==> src/rtl/atrk_pkg.sv <==
// ----------------------------------------------------------------------------
// atrk_pkg
// Shared types and codes of the allocation tracker table.
// ----------------------------------------------------------------------------
package atrk_pkg;

	localparam int unsigned ADDR_W  = 32;
	localparam int unsigned SIZE_W  = 32;
	localparam int unsigned LIVE_W  = 5;

	typedef enum logic [1:0] {
		CMD_RECORD  = 2'd0,
		CMD_RELEASE = 2'd1,
		CMD_REPORT  = 2'd2,
		CMD_NONE    = 2'd3
	} cmd_t;

	typedef enum logic [2:0] {
		ST_RECORDED  = 3'd0,
		ST_FULL      = 3'd1,
		ST_RELEASED  = 3'd2,
		ST_NOT_FOUND = 3'd3,
		ST_LEAK      = 3'd4,
		ST_NO_LEAK   = 3'd5
	} status_t;

	typedef enum logic [1:0] {
		S_IDLE,
		S_SEARCH,
		S_MOVE,
		S_REPORT
	} state_t;

	typedef struct packed {
		cmd_t              command;
		logic [ADDR_W-1:0] block_address;
		logic [SIZE_W-1:0] block_size;
	} req_t;

	typedef struct packed {
		status_t           status;
		logic [ADDR_W-1:0] entry_address;
		logic [SIZE_W-1:0] entry_size;
		logic [LIVE_W-1:0] live_count;
		logic              last;
	} rsp_t;

	typedef struct packed {
		logic [ADDR_W-1:0] addr;
		logic [SIZE_W-1:0] size;
	} entry_t;

	// controller to datapath
	typedef struct packed {
		logic    load;
		logic    idx_clr;
		logic    idx_inc;
		logic    rd_tail;
		logic    wr_rec;
		logic    wr_move;
		logic    cnt_inc;
		logic    cnt_dec;
		logic    emit;
		status_t status;
		logic    use_entry;
		logic    last;
	} ctl_t;

	// datapath to controller
	typedef struct packed {
		cmd_t cmd;
		logic count_zero;
		logic count_full;
		logic match;
		logic idx_last;
	} sts_t;

endpackage

==> src/rtl/atrk_ram.sv <==
// ----------------------------------------------------------------------------
// atrk_ram
// Generic single write port, single read port RAM with registered read.
// ----------------------------------------------------------------------------
module atrk_ram #(
	parameter int unsigned WIDTH = 64,
	parameter int unsigned DEPTH = 16
) (
	input  logic                     clk,
	input  logic                     we,
	input  logic [$clog2(DEPTH)-1:0] waddr,
	input  logic [WIDTH-1:0]         wdata,
	input  logic [$clog2(DEPTH)-1:0] raddr,
	output logic [WIDTH-1:0]         rdata
);

	logic [WIDTH-1:0] mem_q [DEPTH];
	logic [WIDTH-1:0] rdata_q;

	always_ff @(posedge clk) begin
		if (we) begin
			mem_q[waddr] <= wdata;
		end
		rdata_q <= mem_q[raddr];
	end

	assign rdata = rdata_q;

endmodule

==> src/rtl/atrk_datapath.sv <==
// ----------------------------------------------------------------------------
// atrk_datapath
// Entry RAM, live count, scan index, search compare and result register.
// ----------------------------------------------------------------------------
module atrk_datapath import atrk_pkg::*; #(
	parameter int unsigned TABLE_DEPTH = 16
) (
	input  logic clk,
	input  logic arst_n,
	input  req_t request,
	input  ctl_t ctl,
	output sts_t sts,
	output logic strobe,
	output rsp_t result
);

	localparam int unsigned IW = $clog2(TABLE_DEPTH);
	localparam int unsigned CW = $clog2(TABLE_DEPTH + 1);

	logic [CW-1:0]     count_q;
	logic [CW-1:0]     count_d;
	logic [IW-1:0]     idx_q;
	logic [IW-1:0]     idx_d;
	logic [ADDR_W-1:0] addr_q;
	logic [IW-1:0]     tail;
	logic [IW-1:0]     raddr;
	logic [IW-1:0]     waddr;
	logic              we;
	entry_t            wdata;
	entry_t            rdata;
	logic [CW+LIVE_W-1:0] live_wide;
	logic              strobe_q;
	rsp_t              result_q;

	assign tail = IW'(count_q - CW'(1));

	always_comb begin
		if (ctl.idx_clr) begin
			idx_d = '0;
		end else if (ctl.idx_inc) begin
			idx_d = idx_q + IW'(1);
		end else begin
			idx_d = idx_q;
		end
	end

	always_comb begin
		if (ctl.cnt_inc) begin
			count_d = count_q + CW'(1);
		end else if (ctl.cnt_dec) begin
			count_d = count_q - CW'(1);
		end else begin
			count_d = count_q;
		end
	end

	// read ahead so the entry at the next index is ready in the next cycle
	assign raddr = ctl.rd_tail ? tail : idx_d;
	assign we    = ctl.wr_rec | ctl.wr_move;
	assign waddr = ctl.wr_rec ? IW'(count_q) : idx_q;

	always_comb begin
		if (ctl.wr_rec) begin
			wdata.addr = request.block_address;
			wdata.size = request.block_size;
		end else begin
			wdata = rdata;
		end
	end

	atrk_ram #(
		.WIDTH($bits(entry_t)),
		.DEPTH(TABLE_DEPTH)
	) u_ram (
		.clk  (clk),
		.we   (we),
		.waddr(waddr),
		.wdata(wdata),
		.raddr(raddr),
		.rdata(rdata)
	);

	always_ff @(posedge clk or negedge arst_n) begin
		if (!arst_n) begin
			count_q  <= '0;
			idx_q    <= '0;
			strobe_q <= 1'b0;
		end else begin
			count_q  <= count_d;
			idx_q    <= idx_d;
			strobe_q <= ctl.emit;
		end
	end

	always_ff @(posedge clk) begin
		if (ctl.load) begin
			addr_q <= request.block_address;
		end
	end

	assign live_wide = (CW+LIVE_W)'(count_d);

	always_ff @(posedge clk) begin
		if (ctl.emit) begin
			result_q.status        <= ctl.status;
			result_q.entry_address <= ctl.use_entry ? rdata.addr : '0;
			result_q.entry_size    <= ctl.use_entry ? rdata.size : '0;
			result_q.live_count    <= live_wide[LIVE_W-1:0];
			result_q.last          <= ctl.last;
		end
	end

	assign sts.cmd        = request.command;
	assign sts.count_zero = (count_q == '0);
	assign sts.count_full = (count_q == CW'(TABLE_DEPTH));
	assign sts.match      = (rdata.addr == addr_q);
	assign sts.idx_last   = ((CW'(idx_q) + CW'(1)) == count_q);

	assign strobe = strobe_q;
	assign result = result_q;

endmodule

==> src/rtl/atrk_ctrl.sv <==
// ----------------------------------------------------------------------------
// atrk_ctrl
// Command sequencer: record, release search and move, report walk.
// ----------------------------------------------------------------------------
module atrk_ctrl import atrk_pkg::*; (
	input  logic clk,
	input  logic arst_n,
	input  logic start,
	input  sts_t sts,
	output logic busy,
	output ctl_t ctl
);

	state_t state_q;
	state_t state_d;

	always_comb begin
		state_d = state_q;
		case (state_q)
			S_IDLE: begin
				if (start) begin
					if (sts.cmd == CMD_RELEASE && !sts.count_zero) begin
						state_d = S_SEARCH;
					end else if (sts.cmd == CMD_REPORT && !sts.count_zero) begin
						state_d = S_REPORT;
					end
				end
			end
			S_SEARCH: begin
				if (sts.match) begin
					state_d = S_MOVE;
				end else if (sts.idx_last) begin
					state_d = S_IDLE;
				end
			end
			S_MOVE: begin
				state_d = S_IDLE;
			end
			S_REPORT: begin
				if (sts.idx_last) begin
					state_d = S_IDLE;
				end
			end
			default: begin
				state_d = S_IDLE;
			end
		endcase
	end

	always_comb begin
		ctl        = '0;
		ctl.status = ST_RECORDED;
		case (state_q)
			S_IDLE: begin
				if (start) begin
					ctl.load    = 1'b1;
					ctl.idx_clr = 1'b1;
					case (sts.cmd)
						CMD_RECORD: begin
							ctl.emit = 1'b1;
							ctl.last = 1'b1;
							if (sts.count_full) begin
								ctl.status = ST_FULL;
							end else begin
								ctl.wr_rec  = 1'b1;
								ctl.cnt_inc = 1'b1;
								ctl.status  = ST_RECORDED;
							end
						end
						CMD_RELEASE: begin
							if (sts.count_zero) begin
								ctl.emit   = 1'b1;
								ctl.last   = 1'b1;
								ctl.status = ST_NOT_FOUND;
							end
						end
						CMD_REPORT: begin
							if (sts.count_zero) begin
								ctl.emit   = 1'b1;
								ctl.last   = 1'b1;
								ctl.status = ST_NO_LEAK;
							end
						end
						default: begin
						end
					endcase
				end
			end
			S_SEARCH: begin
				if (sts.match) begin
					ctl.rd_tail = 1'b1;
				end else if (sts.idx_last) begin
					ctl.emit   = 1'b1;
					ctl.last   = 1'b1;
					ctl.status = ST_NOT_FOUND;
				end else begin
					ctl.idx_inc = 1'b1;
				end
			end
			S_MOVE: begin
				ctl.wr_move = 1'b1;
				ctl.cnt_dec = 1'b1;
				ctl.emit    = 1'b1;
				ctl.last    = 1'b1;
				ctl.status  = ST_RELEASED;
			end
			S_REPORT: begin
				ctl.emit      = 1'b1;
				ctl.use_entry = 1'b1;
				ctl.last      = sts.idx_last;
				ctl.status    = ST_LEAK;
				ctl.idx_inc   = 1'b1;
			end
			default: begin
			end
		endcase
	end

	always_ff @(posedge clk or negedge arst_n) begin
		if (!arst_n) begin
			state_q <= S_IDLE;
		end else begin
			state_q <= state_d;
		end
	end

	assign busy = (state_q != S_IDLE);

endmodule

==> src/rtl/allocation_tracker_table.sv <==
// ----------------------------------------------------------------------------
// allocation_tracker_table
// Compact table of outstanding allocations with record, release and report.
// ----------------------------------------------------------------------------
// A request is taken when start is high and busy is low; every result appears
// for one cycle with strobe high, and the last result of a request has last
// set. Record, a full table, and release or report on an empty table never
// raise busy: the result comes the cycle after the request. A release scans
// the live entries one per cycle through the single read port of the entry
// RAM, and on a match moves the tail entry into the matched slot before it
// ends. A report streams one leak result per live entry, one per cycle, back
// to back. Results cannot be held off.
module allocation_tracker_table import atrk_pkg::*; #(
	parameter int unsigned TABLE_DEPTH = 16
) (
	input  logic clk,
	input  logic arst_n,
	input  logic start,
	output logic busy,
	input  req_t request,
	output logic strobe,
	output rsp_t result
);

	ctl_t ctl;
	sts_t sts;

	atrk_ctrl u_ctrl (
		.clk   (clk),
		.arst_n(arst_n),
		.start (start),
		.sts   (sts),
		.busy  (busy),
		.ctl   (ctl)
	);

	atrk_datapath #(
		.TABLE_DEPTH(TABLE_DEPTH)
	) u_datapath (
		.clk    (clk),
		.arst_n (arst_n),
		.request(request),
		.ctl    (ctl),
		.sts    (sts),
		.strobe (strobe),
		.result (result)
	);

	// a result only follows an accepted request or a busy cycle
	a_strobe_cause: assert property (@(posedge clk) disable iff (!arst_n)
		strobe |-> ($past(start) && !$past(busy)) || $past(busy))
		else $error("result without request");

	// report results come back to back until the last one
	a_stream: assert property (@(posedge clk) disable iff (!arst_n)
		strobe && !result.last |=> strobe)
		else $error("gap in report stream");

	// the block is idle once the last result shows
	a_idle_at_last: assert property (@(posedge clk) disable iff (!arst_n)
		strobe && result.last |-> !busy)
		else $error("busy after last result");

	// non-leak results are single with zero entry fields
	a_single: assert property (@(posedge clk) disable iff (!arst_n)
		strobe && result.status != ST_LEAK |->
			result.last && result.entry_address == '0 && result.entry_size == '0)
		else $error("malformed single result");

endmodule
==> config.mk <==
export PLATFORM = sky130hd
export DESIGN_NAME = allocation_tracker_table
export DESIGN_NICKNAME = d
export VERILOG_FILES = /design/src/rtl/atrk_pkg.sv /design/src/rtl/atrk_ram.sv /design/src/rtl/atrk_datapath.sv /design/src/rtl/atrk_ctrl.sv /design/src/rtl/allocation_tracker_table.sv
export SDC_FILE = /design/constraint.sdc
export NUM_CORES = 2
export LEC_CHECK = 0
export ABC_AREA = 1
export ABC_CLOCK_PERIOD_IN_PS = 10350
export BUFFER_PORTS_ARGS = -buffer_cell sky130_fd_sc_hd__buf_2
export CAP_MARGIN = 25
export CORE_MARGIN = 10
export CORE_UTILIZATION = 60
export DETAILED_ROUTE_END_ITERATION = 10
export PLACE_DENSITY = 0.77
export RECOVER_POWER = 100
export SLEW_MARGIN = 10
export SYNTH_ARGS = -nofsm -noshare
export SYNTH_HDL_FRONTEND = slang
export SYNTH_SLANG_ARGS = --single-unit
==> constraint.sdc <==
create_clock -name clk -period 10.35 [get_ports clk]
set_input_delay 1.5525 -clock clk [delete_from_list [all_inputs] [get_ports clk]]
set_output_delay 1.5525 -clock clk [all_outputs]
set_load 0.02 [all_outputs]
* Word level (Yosys, flattened, before mapping)
Memory sizes are Yosys's and may differ from the RTL's. A register that Yosys moved wholly into a read port is not among the register bits.
Cells that the tools add are included.
** Cells by class
- $lt $le $gt $ge :: 0
- Add/subtract/negate cells :: 4
- Reduce and logical (&&, ||, !) cells :: 9
- Bitwise gates (word level) :: 1
- Multiplexer cells :: 42
- Multipliers :: 0
- Eq/ne operators :: 10
- Div/mod/pow operators :: 0
- Shifts and indexed selects :: 0
** Operator list (number)
- 64-bit 2-to-1 mux :: 1
- 4-bit 2-to-1 mux :: 9
- 32-bit equality test :: 1
- 1-bit 2-to-1 mux :: 17
- 4-bit one-hot mux with 4 select lines :: 1
- 2-bit 2-to-1 mux :: 7
- 4-bit one-hot mux with 3 select lines :: 1
- 5-bit 2-to-1 mux :: 2
- 2-bit one-hot mux with 4 select lines :: 1
- 2-bit equality test (second input constant) :: 3
- 4-bit by 1-bit adder with 5-bit output (second input constant) :: 1
- 5-bit by 1-bit adder with 5-bit output (second input constant) :: 1
- 5-bit equality test :: 1
- 5-bit equality test (second input constant) :: 1
- 5-bit logical NOT :: 1
- 5-bit by 1-bit subtractor with 5-bit output (second input constant) :: 1
- 4-bit by 1-bit adder with 4-bit output (second input constant) :: 1
- 2-bit by 1-bit equality test with 1-bit output (second input constant) :: 2
- 2-bit logical NOT :: 2
- 1-bit one-hot mux with 2 select lines :: 2
- 1-bit one-hot mux with 4 select lines :: 1
- 3-bit by 1-bit != test with 1-bit output (second input constant) :: 1
- 1-bit logical AND :: 2
- 2-bit != test (second input constant) :: 1
- 5 further kinds :: 5
** Word-level totals
- Latch bits :: 0
- Memories kept :: 1
- Register bits :: 117
- Bits in read-only memories :: 0
- Bits of input ports :: 69
- Bits in writable memories :: 1024
- Output and inout port bits :: 75
** Memory list
- u_datapath.u_ram.mem_q :: depth 16, width 64, read ports 1, clocked after memory_dff 1, wr ports 1, RTL line atrk_ram.sv:17 : logic [WIDTH-1:0] mem_q [DEPTH];

* Depth between registers and ports, before layout
- Word-level depth :: 8
- Gate-level depth with buffers :: 22

* Hierarchy
A second synthesis with hierarchy kept.
** Second synthesis, totals
- Cell total of the unflattened synthesis :: 4974
- Area, all modules :: 51486.9 um^2
** Modules (own cells, without submodules)
- atrk_ram :: area each 45285.9 um^2, cells an instance 4210, instances 1, sequential area each 32030.7 um^2
- atrk_datapath :: area each 5816.8 um^2, cells an instance 704, instances 1, sequential area each 3403.3 um^2
- atrk_ctrl :: area each 384.1 um^2, cells an instance 60, instances 1, sequential area each 50.0 um^2

* Least setup slack after synthesis
OpenSTA, ideal clock, no wires.
- Kind :: in2reg
- Start point :: input port request[64] (netlist name)
- End point :: memory u_datapath.u_ram.mem_q[13][0] (enable)
- Stages :: 9
- Arrival time :: 5.607 ns
- Setup slack :: 4.257 ns
- Path buffers :: 1
- Path through :: inv_1 > ha_1 > inv_1 > nor3_1 > inv_1 > clkbuf_1 > o21ai_0 > nand2_1 > nor2_1
** Between the ends
- Cells in the longest elaborated chain, start to end :: 7
- Elaborated cells on any way between the ends :: 8
- Classes of those cells :: 6 x mux; 1 x bitwise; 1 x reduce/logical
** RTL lines
- from (decl) :: RTL line allocation_tracker_table.sv:20 : input req_t request,
- 2-bit logical NOT (*) :: RTL line atrk_ctrl.sv:58 : case (sts.cmd)
- 1-bit 2-to-1 mux (*) :: RTL line atrk_ctrl.sv:58
- 1-bit 2-to-1 mux (*) :: RTL line atrk_ctrl.sv:55 : if (start) begin
- 1-bit 2-to-1 mux (*) :: RTL line atrk_ctrl.sv:53 : case (state_q)
- 1-bit bitwise OR :: RTL line atrk_datapath.sv:59 : assign we = ctl.wr_rec | ctl.wr_move;
- 1-bit 2-to-1 mux :: RTL line atrk_ram.sv:21 : if (we) begin
- 1-bit 2-to-1 mux (implied by the code) :: RTL line atrk_ram.sv:22 : mem_q[waddr] <= wdata;
- to (decl) :: RTL line atrk_ram.sv:17
Every way passes the cells marked *; elsewhere a longest branch is shown, timed or not.

* Worst setup path after layout
- Start point :: register u_datapath.addr_q[9]
- End point :: register u_datapath.u_ram.rdata_q[35] (netlist: u_datapath.u_ram.rdata[35]) (read register of u_datapath.u_ram.mem_q)
** Between the ends
- Cells in the longest elaborated chain, start to end :: 6
- Elaborated cells on any way between the ends :: 8
- Classes of those cells :: 1 x eq/ne; 7 x mux
** RTL lines
- from (decl) :: RTL line atrk_datapath.sv:24 : logic [ADDR_W-1:0] addr_q;
- from (signal assigned) :: RTL line atrk_datapath.sv:97 : addr_q <= request.block_address;
- 32-bit equality test (*) :: RTL line atrk_datapath.sv:116 : assign sts.match = (rdata.addr == addr_q);
- 1-bit 2-to-1 mux :: RTL line atrk_ctrl.sv:90 : if (sts.match) begin
- 1-bit one-hot mux with 2 select lines :: RTL line atrk_ctrl.sv:53
- 4-bit 2-to-1 mux :: RTL line atrk_datapath.sv:40 : end else if (ctl.idx_inc) begin
- 4-bit 2-to-1 mux :: RTL line atrk_datapath.sv:38 : if (ctl.idx_clr) begin
- 4-bit 2-to-1 mux (*) :: RTL line atrk_datapath.sv:58 : assign raddr = ctl.rd_tail ? tail : idx_d;
- to (decl) :: RTL line atrk_ram.sv:18 : logic [WIDTH-1:0] rdata_q;
Marked as above.
A chain may end at the register's enable or synchronous reset.

==> summary.txt <==
Worst setup path
  • Crit. End Element: flip-flop
  • Worst Path Arrival: slightly above 8000 ps
  • Slowest-stage cell, CP: clkbuf_1
  • Kind of critical path: reg -> reg
  • CP max FO: 66
  • R2R Setup Slk: 2740 ps
  • Worst-path cell chain: xnor2_1, nand2_1, nor2_1, nand2_1, nor2_1, nand4_1, clkinv_1, nand2_4, nand2_8, clkbuf_1, nand2_1, nand3_1, nand3_1, nand3_1, nand2_1
  • CP peak stage delay: 3170 ps
  • Most numerous cell on the critical path: nand2_1
  • Crit path launch type: flip-flop
  • Req. time, crit path: 10900 ps

Logic synthesis
  • Ys flop type: edfxtp_1
  • Mapped Nets: around 5000
  • Fraction of registers with async set/reset: 0.996%
  • Syn Area/Cell: 10.6 µm²
  • Mapped cell area: 0.0520 mm²
  • Post-Syn Instances: 4893
  • Number of enable flip-flop cells after synthesis: 1129
  • Register area share after synthesis: 68.2%
  • Yosys warns: 0
  • Synthesized flop and latch total: 1205
  • Synth cell types: 32

Floorplanning
  • Die Y: 314 µm
  • FP Rows: 107
  • Initial core utilization: between 60 and 70%
  • Die span in x: around 310 µm
  • Die ar.: between 0.09 and 0.1 mm²
  • # IOs: 144
  • Core Box Area: 0.0855 mm²

Finish
  • Sequential Area: 0.0355 mm²
  • Diode count: 0
  • Final core occ: 67.5%
  • Multi-input gate area: 0.0116 mm²
  • Share of cells above drive strength 1: about 6.3%
  • Synth-to-layout area growth: 11.0%
  • Final nets: roughly 5100
  • Post-route cell area: 0.0578 mm²
  • Fillers: 6015

Run status
  • Failing checks: max-capacitance violations, max-slew violations
  • Run status: finished with violations

STA
  • Endpoints failing hold: 0
  • Unrepaired setup endpoints after global routing: false
  • Fmax: around 130 MHz
  • Slew Limit Fails: 495
  • Final period util: between 70% and 80%
  • Final setup viols: 0
  • Aggregate negative setup slack: 0 ps
  • Minimum clock period: roughly 7600 ps
  • Max-slew headroom: -197%
  • Worst-margin pin slew: between 4000 and 5000 ps
  • Max Clock Skew: 31.5 ps

Global routing
  • Total grt overflow: 0
  • GRT Resource Usage Total: about a quarter
  • Vias in the first global route: roughly 35000
  • First-pass GRT wire length: 199000 µm
  • Initial antenna violation count: 0
  • Largest net degree at the start of global routing: 229

Detailed routing
  • Avg WL per Cell: slightly above 20 µm
  • DRC: 0
  • Routed Antenna Nets: 0
  • DRT Pass-1 Iters: 7
  • DRT iter0 DRCs: about 4600
  • Via Count: 35800
  • DR vias/cell: 5.74
  • WL final: about 130000 µm

Placed design
  • Placed inst area: 0.0540 mm²
  • Port Buf Inserts: 143
  • RePlAce Congestion: 0.826
  • Final HPWL DP: 66800 µm

Pwr
  • LEAKAGE: around 24 nW
  • Pwr Density: approximately 340 mW/mm²
  • Peak supply drop: 0.405 mV

CTS
  • CTS buffer count: 118
  • Post-CTS setup buffer count: 0
  • Hold-fix buffers, CTS: 0
  • CTS Buffer Depth: 3
  • TritonCTS sink count: roughly 1200
  • Root Driver: clkbuf_16
  • Max H-tree Level: 3
  • Post-cts sizing count: 0
  • TritonCTS clock tree: done
  • Clk_lat worst skew: 700 ps
  • Clk slew on worst S/H paths: 60 ps

Worst hold path
  • HP Class: reg -> reg

Flow run
  • Max_cap viols: 13
==> layout make-up <==
| type | instances | area share, % |
|---|---|---|
| sequential | 1205 | 61.4 |
| inverter | 1002 | 6.52 |
| multi-input combinational | 2407 | 20.1 |
| timing repair buffer | 257 | 2.47 |
| tap | 1144 | 2.48 |
| clock buffer | 144 | 5.49 |
| clock inverter | 82 | 1.45 |
==> worst max-delay path, delay by kind of cell, from the launching register on <==
kind / cells / cell delay [ps]
simple gates: 12 / 3240
flops: 1 / 370
xor+xnor: 1 / 180
buf+inv: 2 / 3640
==> layout by cell type (no fill, tap or decap), types with 4 or more instances in the layout <==
cell type	netlist	routed
buf_16	0	9
nand2_1	806	805
clkinv_1	1	18
clkinv_2	0	36
buf_2	188	43
nand3_1	1234	1234
dfxtp_1	64	64
clkbuf_16	0	120
clkinvlp_4	0	10
bufinv_16	0	14
nand3b_1	128	128
dfrtp_1	12	12
inv_2	12	10
ha_1	7	7
a21oi_1	5	5
o21ai_0	74	74
inv_1	989	988
clkbuf_1	58	182
nor2_4	0	13
xor2_1	4	4
nor2_1	102	90
buf_4	8	35
xnor2_1	24	24
clkbuf_8	0	8
edfxtp_1	1129	1129
buf_12	0	4
==> where the power goes <==
part / internal [mW] / switching [mW] / total [mW]
combinational: 2.19 / 6.17 / 8.36
clock: 2.54 / 1.85 / 4.39
sequential: 6.71 / 0.226 / 6.94
==> routing by layer <==
metal,GRT usage (%),wire [µm],vias to the layer above
met1,33.1,49400,17200
met2,43.8,63800,2014
met3,3.73,12600,271
met4,9.63,3800,0
li1,-,-,16400
met5,0,0,-
==> flip-flops by register name, summed over array words and instances (netlist names) <==
register / flops
u_datapath.addr_q: 32
u_datapath.idx_q: 4
u_datapath.u_ram.mem_q: 1024
u_datapath.result: 73
u_ctrl.state_q: 2
u_datapath.u_ram.rdata: 64
u_datapath.count_q: 5
u_datapath.strobe: 1
==> cells in the mapped netlist, drive strengths merged (6+ instances only) <==
cell,number,area (µm²)
edfxtp,1129,33900
xnor2,24,210
clkbuf,58,218
a21oi,6,33.8
dfrtp,12,300
buf,221,1090
o21ai,76,380
inv,1001,3760
nand3b,128,961
nand2,811,3060
dfxtp,64,1280
ha,7,87.6
nor2,104,395
nand3,1234,6180
==> logic make-up after synthesis <==
kind of cell / synth area share [%]
DFF: 68.2
AOI/OAI and AO/OA: 0.907
xor gates and xnor gates: 0.472
and+or+nand+nor: 20.5
buffers and inverters: 9.76
adders and majority gates: 0.168
==> through the flow <==
step | power [mW] | hold WS [ps] | cells | worst slack [ps]
3_5_place_dp | 15.2 | 529 | 6000 | 4370
3_3_place_gp | 15.0 | 524 | 5987 | 4560
5_1_grt | 20.7 | 568 | 6241 | 2180
6_report | 19.7 | 540 | 6241 | 2740
4_1_cts | 19.6 | 542 | 6226 | 4640
2_1_floorplan | 12.6 | 512 | 4893 | 4260
==> worst paths after layout <==
check / start / to / cells past startpoint
worst max-delay path: u_datapath.addr_q[9] / u_datapath.u_ram.rdata[35] / 15
worst min-delay path: u_datapath.u_ram.rdata[9] / u_datapath.result[15] / 2
worst max register to register: u_datapath.addr_q[9] / u_datapath.u_ram.rdata[35] / 15
worst min register to register: u_datapath.u_ram.rdata[9] / u_datapath.result[15] / 2
max in group asynchronous: arst_n / u_datapath.count_q[1] / 1
min in group asynchronous: arst_n / u_datapath.strobe / 1
(Power assumes the default switching activity.)
